===== config.mk =====
export PLATFORM = sky130hd
export DESIGN_NAME = round_robin_chunk_requester_unit
export DESIGN_NICKNAME = d
export VERILOG_FILES = /design/src/hdl/rrc_pkg.sv /design/src/hdl/round_robin_chunk_requester_unit.sv /design/src/hdl/rrc_front.sv /design/src/hdl/rrc_back.sv
export VERILOG_INCLUDE_DIRS = /design/src /design/src/hdl
export SDC_FILE = /design/constraint.sdc
export NUM_CORES = 2
export LEC_CHECK = 0
export BUFFER_PORTS_ARGS = -buffer_cell sky130_fd_sc_hd__buf_2
export CORE_MARGIN = 2
export CORE_UTILIZATION = 40
export CTS_CLUSTER_SIZE = 28
export DETAILED_ROUTE_END_ITERATION = 6
export GPL_TIMING_DRIVEN = 0
export RECOVER_POWER = 25
export SYNTH_ARGS = -nofsm -noshare
export SYNTH_HDL_FRONTEND = slang
export SYNTH_SLANG_ARGS = --single-unit

===== constraint.sdc =====
create_clock -name clk -period 7.7 [get_ports clk]
set_input_delay 0 -clock clk [delete_from_list [all_inputs] [get_ports clk]]
set_output_delay 0 -clock clk [all_outputs]
set_load 0.03 [all_outputs]

===== src/hdl/round_robin_chunk_requester_unit_assert.svh =====
// Assertion macros for the requester modules; only rrc_back includes them.
`ifndef ROUND_ROBIN_CHUNK_REQUESTER_UNIT_ASSERT_SVH
`define ROUND_ROBIN_CHUNK_REQUESTER_UNIT_ASSERT_SVH

// Implication checked on every rising clock edge outside reset.
`define RRC_ASSERT_IMP(label, clk, rst_n, ante, cons, msg) \
	label: assert property (@(posedge clk) disable iff (!rst_n) (ante) |-> (cons)) \
		else $error(msg);

// Implication whose consequence is checked in the following cycle.
`define RRC_ASSERT_NEXT(label, clk, rst_n, ante, cons, msg) \
	label: assert property (@(posedge clk) disable iff (!rst_n) (ante) |=> (cons)) \
		else $error(msg);

`endif


===== src/hdl/rrc_pkg.sv =====
`timescale 1ns / 1ps
`default_nettype none
package rrc_pkg;
	localparam int unsigned CMD_W = 2;
	localparam int unsigned ID_W = 16;
	localparam int unsigned CNT_W = 16;
	localparam int unsigned RATE_W = 32;
	localparam int unsigned WIN_W = 16;
	localparam int unsigned MA_W = 5;

	typedef enum logic [CMD_W-1:0] {
		CMD_PUSH = 2'd0,
		CMD_REQ = 2'd1,
		CMD_RET = 2'd2,
		CMD_NOP = 2'd3
	} cmd_t;

	typedef enum logic [1:0] {
		REG_MAX_ACTIVE = 2'd0,
		REG_MAX_RATE = 2'd1,
		REG_WINDOW = 2'd2
	} reg_idx_t;

	typedef struct packed {
		cmd_t cmd;
		logic [ID_W-1:0] file_id;
		logic [CNT_W-1:0] chunk_total;
	} item_t;

	typedef struct packed {
		logic request_valid;
		logic [ID_W-1:0] req_file;
		logic [CNT_W-1:0] req_chunk;
		logic [RATE_W-1:0] send_rate;
		logic [CNT_W-1:0] outstanding;
		logic all_done;
		logic error_flag;
	} result_t;

	typedef enum logic [2:0] {
		ST_IDLE,
		ST_RD,
		ST_FILL,
		ST_ISSUE,
		ST_SHIFT,
		ST_OUT
	} bstate_t;
endpackage
`default_nettype wire


===== src/hdl/round_robin_chunk_requester_unit.sv =====
`timescale 1ns / 1ps
`default_nettype none
// Round-robin chunk requester.
// Input stream s_axis: tuser carries cmd (push, request, return); tdata carries
// file_id in bits 15:0 and chunk_total in bits 31:16. Output stream m_axis gives
// one result beat per input beat. Configuration is a plain write port: index 0
// max_active, 1 max_rate (also reloads the rate), 2 window_size.
// Items run one at a time through the back end. Push, return and unused
// commands are taken in ST_IDLE, then ST_OUT lets status settle and shows the beat.
// A request goes through ST_FILL, with one ST_RD per file moved from the stack
// into the table (one registered stack read each), then, if the table holds an entry,
// ST_ISSUE and ST_SHIFT, which closes up to ACTIVE_DEPTH - 1 entries when one completes.
// A result beat is shown once its input has passed the input queue, the take in
// ST_IDLE and the settle step of ST_OUT; the next item starts after it is taken.
// A two-beat input queue lets beats arrive while a result waits on a stalled
// receiver; the result register holds until taken.
// Reset empties stack, table and counters and loads default registers; stack and
// table contents are undefined until written.
module round_robin_chunk_requester_unit #(
	parameter int unsigned STACK_DEPTH = 64,
	parameter int unsigned ACTIVE_DEPTH = 16
) (
	input wire logic clk,
	input wire logic arst_n,
	input wire logic s_axis_tvalid,
	output logic s_axis_tready,
	input wire logic [31:0] s_axis_tdata, // file_id, chunk_total
	input wire logic [1:0] s_axis_tuser, // cmd
	output logic m_axis_tvalid,
	input wire logic m_axis_tready,
	output logic [87:0] m_axis_tdata, // request_valid, req_file, req_chunk, send_rate,
	                                  // outstanding, all_done, error_flag, zero fill
	input wire logic cfg_we,
	input wire logic [1:0] cfg_index,
	input wire logic [31:0] cfg_data
);
	import rrc_pkg::*;

	item_t in_item, q_item;
	result_t res;
	logic q_valid, q_take;

	assign in_item.cmd = cmd_t'(s_axis_tuser);
	assign in_item.file_id = s_axis_tdata[15:0];
	assign in_item.chunk_total = s_axis_tdata[31:16];

	rrc_front u_front (
		.clk(clk), .arst_n(arst_n),
		.in_valid(s_axis_tvalid), .in_ready(s_axis_tready), .in_item(in_item),
		.q_valid(q_valid), .q_take(q_take), .q_item(q_item)
	);

	rrc_back #(.STACK_DEPTH(STACK_DEPTH), .ACTIVE_DEPTH(ACTIVE_DEPTH)) u_back (
		.clk(clk), .arst_n(arst_n),
		.cfg_we(cfg_we), .cfg_index(cfg_index), .cfg_data(cfg_data),
		.q_valid(q_valid), .q_take(q_take), .q_item(q_item),
		.out_valid(m_axis_tvalid), .out_ready(m_axis_tready), .out_res(res)
	);

	assign m_axis_tdata = {5'd0, res.error_flag, res.all_done, res.outstanding,
		res.send_rate, res.req_chunk, res.req_file, res.request_valid};
endmodule
`default_nettype wire


===== src/hdl/rrc_front.sv =====
`timescale 1ns / 1ps
`default_nettype none
// Input side: takes beats and holds them in a two-entry queue for the back end.
module rrc_front (
	input wire logic clk,
	input wire logic arst_n,
	input wire logic in_valid,
	output logic in_ready,
	input wire rrc_pkg::item_t in_item,
	output logic q_valid,
	input wire logic q_take,
	output rrc_pkg::item_t q_item
);
	import rrc_pkg::*;

	item_t slot_q [2];
	logic [1:0] cnt_q;
	logic wr_q, rd_q;
	logic push, pop;

	assign in_ready = (cnt_q != 2'd2);
	assign push = in_valid && in_ready;
	assign q_valid = (cnt_q != 2'd0);
	assign pop = q_valid && q_take;
	assign q_item = slot_q[rd_q];

	always_ff @(posedge clk or negedge arst_n) begin
		if (!arst_n) begin
			cnt_q <= 2'd0;
			wr_q <= 1'b0;
			rd_q <= 1'b0;
		end else begin
			if (push) wr_q <= ~wr_q;
			if (pop) rd_q <= ~rd_q;
			cnt_q <= cnt_q + 2'(push) - 2'(pop);
		end
	end

	always_ff @(posedge clk) begin
		if (push) slot_q[wr_q] <= in_item;
	end
endmodule
`default_nettype wire


===== src/hdl/rrc_back.sv =====
`timescale 1ns / 1ps
`default_nettype none
`include "round_robin_chunk_requester_unit_assert.svh"
// Execution side: stack memory, active table, rate control and result register.
module rrc_back #(
	parameter int unsigned STACK_DEPTH = 64,
	parameter int unsigned ACTIVE_DEPTH = 16
) (
	input wire logic clk,
	input wire logic arst_n,
	input wire logic cfg_we,
	input wire logic [1:0] cfg_index,
	input wire logic [31:0] cfg_data,
	input wire logic q_valid,
	output logic q_take,
	input wire rrc_pkg::item_t q_item,
	output logic out_valid,
	input wire logic out_ready,
	output rrc_pkg::result_t out_res
);
	import rrc_pkg::*;

	localparam int unsigned SP_W = $clog2(STACK_DEPTH);
	localparam int unsigned SC_W = $clog2(STACK_DEPTH + 1);
	localparam int unsigned AP_W = (ACTIVE_DEPTH > 1) ? $clog2(ACTIVE_DEPTH) : 1;
	localparam int unsigned AC_W = $clog2(ACTIVE_DEPTH + 1);

	logic [ID_W+CNT_W-1:0] stack_mem [STACK_DEPTH];
	logic [ID_W+CNT_W-1:0] stk_rd_q;
	logic [ID_W-1:0] tf_q [ACTIVE_DEPTH];
	logic [CNT_W-1:0] tt_q [ACTIVE_DEPTH];
	logic [CNT_W-1:0] tn_q [ACTIVE_DEPTH];

	logic [MA_W-1:0] max_active_q;
	logic [RATE_W-1:0] max_rate_q, rate_q;
	logic [WIN_W-1:0] window_q;
	logic [SC_W-1:0] sc_q;
	logic [AC_W-1:0] ac_q;
	logic [AC_W-1:0] rr_q;
	logic [CNT_W-1:0] pend_q;
	logic [AC_W-1:0] sh_q;
	logic [ID_W-1:0] rf_q;
	logic [CNT_W-1:0] rc_q;
	logic err_q, rv_q;
	bstate_t st_q, st_d;
	result_t res_q;
	logic out_first_q;

	logic [AC_W-1:0] limit;
	logic [5:0] ma_ext;
	logic [AP_W-1:0] rr_idx;
	logic [AP_W-1:0] sh_idx;
	logic [WIN_W:0] hi_thr;
	logic [WIN_W-2:0] lo_thr;
	logic [CNT_W-1:0] pend_inc;
	logic [RATE_W:0] dbl;

	always_comb begin
		ma_ext = {1'b0, max_active_q};
		if (32'(ma_ext) < ACTIVE_DEPTH) limit = AC_W'(ma_ext);
		else limit = AC_W'(ACTIVE_DEPTH);
	end

	assign rr_idx = rr_q[AP_W-1:0];
	assign sh_idx = sh_q[AP_W-1:0];
	assign hi_thr = {window_q, 1'b0};
	assign lo_thr = window_q[WIN_W-1:1];
	assign pend_inc = (pend_q != '1) ? pend_q + 1'b1 : pend_q;
	assign dbl = {rate_q, 1'b0};

	// The first cycle of ST_OUT lets the status fields settle before the beat is shown.
	assign out_valid = (st_q == ST_OUT) && !out_first_q;
	assign out_res = res_q;

	always_comb begin
		st_d = st_q;
		q_take = 1'b0;
		case (st_q)
			ST_IDLE: begin
				if (q_valid) begin
					q_take = 1'b1;
					case (q_item.cmd)
						CMD_REQ: st_d = ST_FILL;
						default: st_d = ST_OUT;
					endcase
				end
			end
			ST_RD: st_d = ST_FILL;
			ST_FILL: begin
				if (ac_q < limit && sc_q != '0) st_d = ST_RD;
				else if (ac_q == '0) st_d = ST_OUT;
				else st_d = ST_ISSUE;
			end
			ST_ISSUE: st_d = ST_SHIFT;
			ST_SHIFT: begin
				if (!rv_q || sh_q + 1'b1 >= ac_q) st_d = ST_OUT;
			end
			ST_OUT: begin
				if (out_valid && out_ready) st_d = ST_IDLE;
			end
			default: st_d = ST_IDLE;
		endcase
	end

	always_ff @(posedge clk or negedge arst_n) begin
		if (!arst_n) st_q <= ST_IDLE;
		else st_q <= st_d;
	end

	// Stack memory: one write or one registered read per cycle.
	always_ff @(posedge clk) begin
		if (st_q == ST_IDLE && q_valid && q_item.cmd == CMD_PUSH && sc_q < SC_W'(STACK_DEPTH))
			stack_mem[sc_q[SP_W-1:0]] <= {q_item.file_id, q_item.chunk_total};
		if (st_q == ST_FILL) stk_rd_q <= stack_mem[SP_W'(sc_q - 1'b1)];
	end

	always_ff @(posedge clk) begin
		if (st_q == ST_RD) begin
			tf_q[ac_q[AP_W-1:0]] <= stk_rd_q[ID_W+CNT_W-1:CNT_W];
			tt_q[ac_q[AP_W-1:0]] <= stk_rd_q[CNT_W-1:0];
			tn_q[ac_q[AP_W-1:0]] <= CNT_W'(1);
		end else if (st_q == ST_ISSUE) begin
			if (tn_q[rr_idx] < tt_q[rr_idx]) tn_q[rr_idx] <= tn_q[rr_idx] + 1'b1;
		end else if (st_q == ST_SHIFT && rv_q && sh_q + 1'b1 < ac_q) begin
			tf_q[sh_idx] <= tf_q[AP_W'(sh_q + 1'b1)];
			tt_q[sh_idx] <= tt_q[AP_W'(sh_q + 1'b1)];
			tn_q[sh_idx] <= tn_q[AP_W'(sh_q + 1'b1)];
		end
		if (st_q == ST_ISSUE) begin
			rf_q <= tf_q[rr_idx];
			rc_q <= tn_q[rr_idx];
		end
	end

	always_ff @(posedge clk or negedge arst_n) begin
		if (!arst_n) begin
			max_active_q <= MA_W'(16);
			max_rate_q <= 32'd1000000000;
			rate_q <= 32'd1000000000;
			window_q <= 16'd64;
			sc_q <= '0;
			ac_q <= '0;
			rr_q <= '0;
			pend_q <= '0;
			sh_q <= '0;
			err_q <= 1'b0;
			rv_q <= 1'b0;
		end else begin
			if (cfg_we) begin
				case (cfg_index)
					REG_MAX_ACTIVE: max_active_q <= cfg_data[MA_W-1:0];
					REG_MAX_RATE: begin
						max_rate_q <= cfg_data;
						rate_q <= cfg_data;
					end
					REG_WINDOW: window_q <= cfg_data[WIN_W-1:0];
					default: ;
				endcase
			end
			case (st_q)
				ST_IDLE: begin
					err_q <= 1'b0;
					rv_q <= 1'b0;
					if (q_valid) begin
						case (q_item.cmd)
							CMD_PUSH: begin
								if (sc_q < SC_W'(STACK_DEPTH)) sc_q <= sc_q + 1'b1;
								else err_q <= 1'b1;
							end
							CMD_RET: begin
								if (pend_q == '0) err_q <= 1'b1;
								else pend_q <= pend_q - 1'b1;
							end
							default: ;
						endcase
					end
				end
				ST_RD: begin
					sc_q <= sc_q - 1'b1;
					ac_q <= ac_q + 1'b1;
				end
				ST_FILL: begin
					if (!(ac_q < limit && sc_q != '0) && ac_q != '0 && rr_q >= ac_q)
						rr_q <= '0;
				end
				ST_ISSUE: begin
					sh_q <= rr_q;
					if (tn_q[rr_idx] >= tt_q[rr_idx]) rv_q <= 1'b1;
					else rr_q <= rr_q + 1'b1;
					pend_q <= pend_inc;
					if (pend_inc > CNT_W'(hi_thr[CNT_W-1:0]) || hi_thr[WIN_W])
						rate_q <= (pend_inc > hi_thr[CNT_W-1:0] && !hi_thr[WIN_W])
							? rate_q >> 1 : rate_q;
					if (!(32'(pend_inc) > 32'(hi_thr)) && 32'(pend_inc) < 32'(lo_thr)) begin
						if (dbl >= {1'b0, max_rate_q}) rate_q <= max_rate_q;
						else rate_q <= dbl[RATE_W-1:0];
					end
				end
				ST_SHIFT: begin
					if (rv_q) begin
						if (sh_q + 1'b1 < ac_q) sh_q <= sh_q + 1'b1;
						else ac_q <= ac_q - 1'b1;
					end
				end
				default: ;
			endcase
		end
	end

	always_ff @(posedge clk or negedge arst_n) begin
		if (!arst_n) out_first_q <= 1'b0;
		else out_first_q <= (st_q != ST_OUT && st_d == ST_OUT);
	end

	// Status fields are sampled in the first cycle of ST_OUT, after counts settle.
	always_ff @(posedge clk) begin
		if (st_q != ST_OUT && st_d == ST_OUT) begin
			res_q.request_valid <= (st_q == ST_SHIFT);
			res_q.req_file <= (st_q == ST_SHIFT) ? rf_q : '0;
			res_q.req_chunk <= (st_q == ST_SHIFT) ? rc_q : '0;
		end
		if (out_first_q) begin
			res_q.send_rate <= rate_q;
			res_q.outstanding <= pend_q;
			res_q.all_done <= (sc_q == '0 && ac_q == '0);
			res_q.error_flag <= err_q;
		end
	end

	`RRC_ASSERT_IMP(a_ac_bound, clk, arst_n, 1'b1, ac_q <= AC_W'(ACTIVE_DEPTH), "table overflow")
	`RRC_ASSERT_IMP(a_sc_bound, clk, arst_n, 1'b1, sc_q <= SC_W'(STACK_DEPTH), "stack overflow")
	`RRC_ASSERT_NEXT(a_out_hold, clk, arst_n, out_valid && !out_ready && !out_first_q, out_valid && $stable(out_res), "result changed while stalled")
endmodule
`default_nettype wire


# After elaboration in Yosys (flattened, before gate mapping)
# Memories as Yosys holds them, arrays and structs flattened. A register that Yosys moved wholly into a read port is not among the register bits.
# Cells that the tools add are included.
# W data, S select, Z words.
classes:
  addsub: 11
  order_cmp: 12
  eq_ne: 25
  mux: 67
  n_bitwise: 2
  reduce_logical: 50
ops:
  columns: ["op", "count"]
  rows:
  - ["$mux W32", 7]
  - ["$mux W16", 8]
  - ["$reduce_or A16 Y1", 4]
  - ["$mux W5", 7]
  - ["$ge A33 B32 Y1", 1]
  - ["$add A16 B1 Y16 const B", 2]
  - ["$pmux W16 S2", 1]
  - ["$pmux W5 S2", 3]
  - ["$mux W1", 24]
  - ["$mux W7", 3]
  - ["$mux W3", 6]
  - ["$ne A2 B2 Y1 const B", 9]
  - ["$pmux W3 S6", 1]
  - ["$gt A16 B17 Y1", 1]
  - ["$ge A16 B16 Y1", 1]
  - ["$gt A16 B16 Y1", 1]
  - ["$logic_and A1 B1 Y1", 16]
  - ["$logic_not A16 Y1", 1]
  - ["$lt A16 B15 Y1", 1]
  - ["$lt A16 B16 Y1", 1]
  - ["$mux W4", 4]
  - ["$ne A16 B16 Y1 const B", 1]
  - ["$sub A16 B1 Y16 const B", 1]
  - ["$add A5 B1 Y5 const B", 3]
  - ["32 further kinds", 60]
totals:
  reg_bits: 232
  mem_bits_rw: 2884
  input_bits: 73
  out_inout_bits: 90
  word_cells: 196
  memories: 5
mem_list:
  columns: ["name", "words", "width", "read_ports", "rd_ports_with_merged_regs", "write_ports", "line", "rtl"]
  rows:
  - ["u_back.stack_mem", 64, 32, 1, 1, 1, "rrc_back.sv:28", "logic [ID_W+CNT_W-1:0] stack_mem [STACK_DEPTH];"]
  - ["u_back.tf_q", 16, 16, 2, 1, 1, "rrc_back.sv:30", "logic [ID_W-1:0] tf_q [ACTIVE_DEPTH];"]
  - ["u_back.tn_q", 16, 16, 2, 0, 1, "rrc_back.sv:32", "logic [CNT_W-1:0] tn_q [ACTIVE_DEPTH];"]
  - ["u_back.tt_q", 16, 16, 2, 0, 1, "rrc_back.sv:31", "logic [CNT_W-1:0] tt_q [ACTIVE_DEPTH];"]
  - ["u_front.slot_q", 2, 34, 1, 0, 1, "rrc_front.sv:16", "item_t slot_q [2];"]

# Logic depth before layout (Yosys ltp)
logic_depth:
  depth_word: 9
  depth_mapped: 20
  depth_no_buf: 15

# Modules after synthesis
# A second synthesis with hierarchy kept.
hier_totals:
  hier_cells: 5965
  hier_area_um2: 130295.0
by_module_without_submodules:
  columns: ["mod", "n_inst", "cells_per_inst", "area_each_um2", "seq_area_each_um2"]
  rows:
  - ["rrc_back", 1, 5836, 127476.0, 92238.5]
  - ["rrc_front", 1, 123, 2777.7, 2142.1]
  - ["round_robin_chunk_requester_unit", 1, 6, 41.3, 0.0]

# Least setup slack after synthesis
# OpenSTA, ideal clock, no wires.
synth_path:
  path_kind: "reg2reg"
  start: "reg u_back.rr_q[0]"
  end: "mem u_back.tn_q[14][0] (enable)"
  setup_time_ns: 0.388
  t_arrival_ns: 4.994
  t_required_ns: 7.312
  setup_slack_ns: 2.317
  path_stages_with_launch: 20
  path_buffers: 7
  synth_period_minus_slack_ns: 5.383
  path_cell_list: "dfrtp_1 buf_6 buf_12 buf_6 buf_8 buf_6 buf_2 buf_6 mux4_2 mux4_2 inv_1 ha_1 a22oi_1 o211ai_1 a221o_1 or2_1 o21ai_1 o21ai_0 or3b_1 nor2_1"
synth_between:
  elab_chain_len: 9
  word_cells_on_any_way: 12
  classes_between: "order compare (1); mux (8); reduce/logical (1); memory (2)"
synth_lines:
  columns: ["item", "line", "rtl"]
  rows:
  - ["from (decl)", "rrc_back.sv:39", "logic [AC_W-1:0] rr_q;"]
  - ["from (signal assigned)", "rrc_back.sv:189", "else rr_q <= rr_q + 1'b1;"]
  - ["$mem_v2 Z16 W16, on equally long branches", null, null]
  - ["$lt A16 B16 Y1", "rrc_back.sv:123", "if (tn_q[rr_idx] < tt_q[rr_idx]) tn_q[rr_idx] <= tn_q[rr_idx] + 1'b1;"]
  - ["$mux W1", "rrc_back.sv:123", null]
  - ["$mux W1", "rrc_back.sv:122", "end else if (st_q == ST_ISSUE) begin"]
  - ["$mux W1", "rrc_back.sv:118", "if (st_q == ST_RD) begin"]
  - ["$mux W1 (implied by the code)", "rrc_back.sv:123", null]
  - ["$reduce_or A16 Y1 (no source line)", null, null]
  - ["$mux W4 (no source line) or $mux W1 (tied branches) (2 in a row)", null, null]
  - ["to (decl)", "rrc_back.sv:32", null]
# Parallel ways exist; a longest one is shown, timed or not.

# Worst setup path in the final report
layout_path:
  start: "reg u_back.sh_q[1]"
  end: "mem u_back.tf_q[2][2] (enable)"
layout_between:
  elab_chain_len: 9
  word_cells_on_any_way: 10
  classes_between: "add/sub (1); order compare (1); mux (6); reduce/logical (2)"
layout_lines:
  columns: ["item", "line", "rtl"]
  rows:
  - ["from (decl)", "rrc_back.sv:41", "logic [AC_W-1:0] sh_q;"]
  - ["from (signal assigned)", "rrc_back.sv:187", "sh_q <= rr_q;"]
  - ["from (signal assigned)", "rrc_back.sv:201", "if (sh_q + 1'b1 < ac_q) sh_q <= sh_q + 1'b1;"]
  - ["$add A5 B1 Y5", "rrc_back.sv:124", "end else if (st_q == ST_SHIFT && rv_q && sh_q + 1'b1 < ac_q) begin"]
  - ["$lt A5 B5 Y1", "rrc_back.sv:124", null]
  - ["$logic_and A1 B1 Y1", "rrc_back.sv:124", null]
  - ["$mux W1", "rrc_back.sv:124", null]
  - ["$mux W1", "rrc_back.sv:122", null]
  - ["$mux W1", "rrc_back.sv:118", null]
  - ["$mux W1 (implied by the code)", "rrc_back.sv:125", "tf_q[sh_idx] <= tf_q[AP_W'(sh_q + 1'b1)];"]
  - ["$reduce_or A16 Y1 (no source line)", null, null]
  - ["$mux W4 (no source line) or $mux W1 (tied branches)", null, null]
  - ["to (decl)", "rrc_back.sv:30", null]
# Parallel ways exist; a longest one is shown, timed or not.

==> metrics.csv <==
metric,value,unit
standard cell core area,324000,µm²
switching power share of the total,0.365,
overflow left after global routing,0,
maximum ir drop on the vdd rail,287,µV
unique cell type count in the Yosys netlist,81,
internal power component,0.0409,W
Seq cells post-synth,3164,
Max Fclk,0.133,GHz
Post-synth top flop,sky130_fd_sc_hd__edfxtp_1,
area share of the leading cell type in the synthesized netlist,0.699,
Switch Pwr,0.0235,W
power density over cell area,427,nW/µm²
leakage power figure,47.7,nW
largest incremental delay on the critical path,1.03,ns
max-slew violation count,1429,
vias after detailed routing,66500,
post-route core utilization,0.465,
Iteration-0 DRC Markers,9267,
vias per std cell,5.93,
Fin Hold WS,0.0696,ns
via count of the first global-routing pass,67300,
Die Y,575,µm
"area leader, netlist",sky130_fd_sc_hd__edfxtp_1,
post-detailed-placement half-perimeter wirelength,245000,µm
insertion delay of the later-clocked pin in the worst-skew pair,0.88,ns
"final std cell area, no fill",151000,µm²
"most common cell after layout, fill and taps aside",sky130_fd_sc_hd__edfxtp_1,
effective utilization at floorplan,0.402,
share of layout cells above drive strength 1,0.310,
cell seen most often among critical-path stages,sky130_fd_sc_hd__clkbuf_1,
total routing usage reported by global routing,0.220,
synthesized area,130000,µm²
Sum Neg Setup Slack,0,ns
share of total power in sequential cells,0.351,
Relative slew margins,-1.67,
maximum clock insertion buffer count,4,
placer's final routability congestion estimate,0.864,
WL/cell,32.7,µm
count of synthesis-stage warnings from yosys,0,
register cell area after layout,94400,µm²
Worst R2R Start,u_back.sh_q[1],
share of the clock period used by the worst path,0.974,
number of cells produced by synthesis,5901,
clock-pin slew on the worst setup and hold paths,0.06,ns
number of nets in the final layout,6828,
"Seq/Total Area, Yosys",0.725,
endpoint kind of the worst setup timing path,flip-flop,
slowest cell on the critical path,sky130_fd_sc_hd__clkbuf_1,
logic gate share of total power,0.413,
final setup violation count,0,
Inserted Clock Buffers,329,
worst path required time,8.25,ns
cells taking the most area after synthesis,"sky130_fd_sc_hd__edfxtp_1 70%, sky130_fd_sc_hd__mux4_2 20%, sky130_fd_sc_hd__dfrtp_1 2.0%",
dpl cell area,140000,µm²
"leading cell types in the layout, fill and taps excluded","3031 x sky130_fd_sc_hd__edfxtp_1, 1131 x sky130_fd_sc_hd__mux4_2, 332 x sky130_fd_sc_hd__clkbuf_16, 306 x sky130_fd_sc_hd__clkbuf_1, 210 x sky130_fd_sc_hd__nand2_1",
Total Routed Length,366000,µm
buffers added on ports,157,
Hold Path Class,in -> reg,
CTS H-tree depth,5,
"count of placed standard cells in the final layout, fillers left out",11200,
share of total power in the clock network,0.236,
buffer type at the clock tree root,sky130_fd_sc_hd__clkbuf_16,
maximum fanout encountered on the critical timing path,13,
measured slew at the worst slew-check pin,4.00,ns
instance count after placement with tap cells included,10500,
cell row count,209,
CP Class,reg -> reg,
WP data arrival,8.05,ns
"Critical Path, Cell by Cell","ha_1, xnor2_1, clkbuf_1, clkbuf_1, inv_1, ha_1, a21o_1, a21oi_1, o211ai_1, or2_1, clkbuf_1, clkbuf_1, a21oi_1, nor2_4, buf_16, buf_16",
RSZ-0062 raised after global routing,no,
Antenna Nets Post-Route,0,
number of synthesized flops with an enable pin,3031,
drc violations,0,
violations in the final reports,"capacitance limit, slew limit",
first-pass GRT wire length,514000,µm
horizontal die dimension,575,µm
post-synthesis to final-layout area growth,15.8,%
number of sinks driven by the clock tree,3164,
cts repair resizes,0,
element type at the critical path start,flip-flop,
max-cap viol count,28,
pin count of the biggest net entering global routing,65,
die area,330000,µm²
register-to-register path setup slack,0.20,ns
DRT Pass-1 Iters,5,
average size of a mapped cell,22.1,µm²
hold wc startpoint,cfg_data[4],
number of I/O pins,163,
share of synthesized registers carrying an async set or reset,0.0420,
TritonCTS clock tree,built,
run status,"complete, but fails checks",
clock period minus final worst setup slack,7.50,ns
initial antenna violation count,35,
origin of the worst setup path,u_back.sh_q[1],
number of fill cells in the layout,26600,
number of hold violations in the final report,0,
Clock Skew,0.0424,ns
footprint of the multi-input gates,34300,µm²
[critical path, delay by kind of cell (launching register included)]
kind                       cells  cell delay, ns
DFF                            1            0.47
AOI/OAI and AO/OA              4            1.09
xor gates and xnor gates       1            0.54
adders and majority gates      2            0.63
buffers and inverters          7            3.53
and+or+nand+nor                2            0.90
[flip-flops by register name (all words and copies together), names as in the netlist, 32 cells and up]
register,flops
u_front.slot_q,68
u_back.tt_q,256
u_back.out_res,83
u_back.tf_q,256
u_back.stk_rd_q,32
u_back.stack_mem,2048
u_back.rate_q,32
u_back.max_rate_q,32
u_back.tn_q,256
[Yosys cell counts, types with 8 or more instances]
cell                       instances
sky130_fd_sc_hd__buf_1            44
sky130_fd_sc_hd__a22oi_1          34
sky130_fd_sc_hd__dfrtp_1         105
sky130_fd_sc_hd__dfstp_2          28
sky130_fd_sc_hd__or3_1            13
sky130_fd_sc_hd__o221ai_2         30
sky130_fd_sc_hd__and3_1           13
sky130_fd_sc_hd__a31oi_1          14
sky130_fd_sc_hd__mux2_2           89
sky130_fd_sc_hd__nor2b_1           8
sky130_fd_sc_hd__buf_2           103
sky130_fd_sc_hd__xor2_1           20
sky130_fd_sc_hd__nand4_1          21
sky130_fd_sc_hd__mux4_2         1131
sky130_fd_sc_hd__ha_1            103
sky130_fd_sc_hd__o21ai_1          12
sky130_fd_sc_hd__edfxtp_1       3031
sky130_fd_sc_hd__nor2_1          162
sky130_fd_sc_hd__nor3_1           26
sky130_fd_sc_hd__o22ai_1          24
sky130_fd_sc_hd__mux2i_1          42
sky130_fd_sc_hd__a21o_1           22
sky130_fd_sc_hd__o21ai_0          34
sky130_fd_sc_hd__nand2b_1         12
sky130_fd_sc_hd__clkbuf_1        140
sky130_fd_sc_hd__inv_1           127
sky130_fd_sc_hd__nand2_1         209
sky130_fd_sc_hd__a21oi_1          49
sky130_fd_sc_hd__xnor2_1          43
sky130_fd_sc_hd__buf_6            20
sky130_fd_sc_hd__buf_4            16
sky130_fd_sc_hd__nand3_1          33
sky130_fd_sc_hd__and2_1           36
[through the flow]
stage                     total power, W  setup WS [ns]
after floorplan                   0.0384           2.32
after global placement            0.0489          -1.88
after detailed placement          0.0496          0.124
after CTS                         0.0648          0.147
after global routing              0.0664          0.119
final                             0.0644          0.203
[power by group through the flow]
stage / logic (W) / registers [W] / clock network, W
2_1_floorplan: 0.0155 / 0.0229 / 0
3_3_place_gp: 0.0259 / 0.0229 / 0
3_5_place_dp: 0.0267 / 0.0229 / 0
4_1_cts: 0.0269 / 0.0225 / 0.0154
5_1_grt: 0.0277 / 0.0227 / 0.0160
6_report: 0.0266 / 0.0226 / 0.0152
[final cells by class]
cell class | count | area share
multi-input cells | 2281 | 0.228
clock buffers | 399 | 0.0570
well taps | 4325 | 0.0359
diodes | 8 | 0.000133
flip-flops and latches | 3164 | 0.626
plain buffers | 330 | 0.0112
clock inverters | 170 | 0.00957
inverters | 130 | 0.00324
repair buffers | 415 | 0.0295
[layer usage]
layer / part of all wire / GRT usage / up-vias
met5: 0.00032 / 0 / -
met4: 0.039 / 0.0737 / 18
met3: 0.082 / 0.0378 / 630
met2: 0.49 / 0.363 / 3255
met1: 0.39 / 0.297 / 36100
li1: - / - / 26500
[path summary, 6_finish.rpt]
path / end / cells after the start
max in group asynchronous: u_back.rate_q[26] / 4
min: u_back.max_active_q[4] / 4
min reg2reg: u_back.out_res[15] / 0
max reg2reg: u_back.tf_q[2][2] / 16
min in group asynchronous: u_back.max_rate_q[17] / 3
max: u_back.tf_q[2][2] / 16
[what timing repair did]
item | in CTS | in global routing
setup buffers | 0 | 0
hold buffers | 136 | 0
hold endpoints to repair | 350 | 0
[logic make-up after synthesis]
logic type	synth area share
compound gates	0.0155
xor+xnor	0.00424
fa+ha+maj	0.0101
buf+inv	0.0167
flops	0.725
mux	0.208
other cells	0.0000288
simple gates	0.0207
No activity file was read; power rests on OpenSTA's default activity.
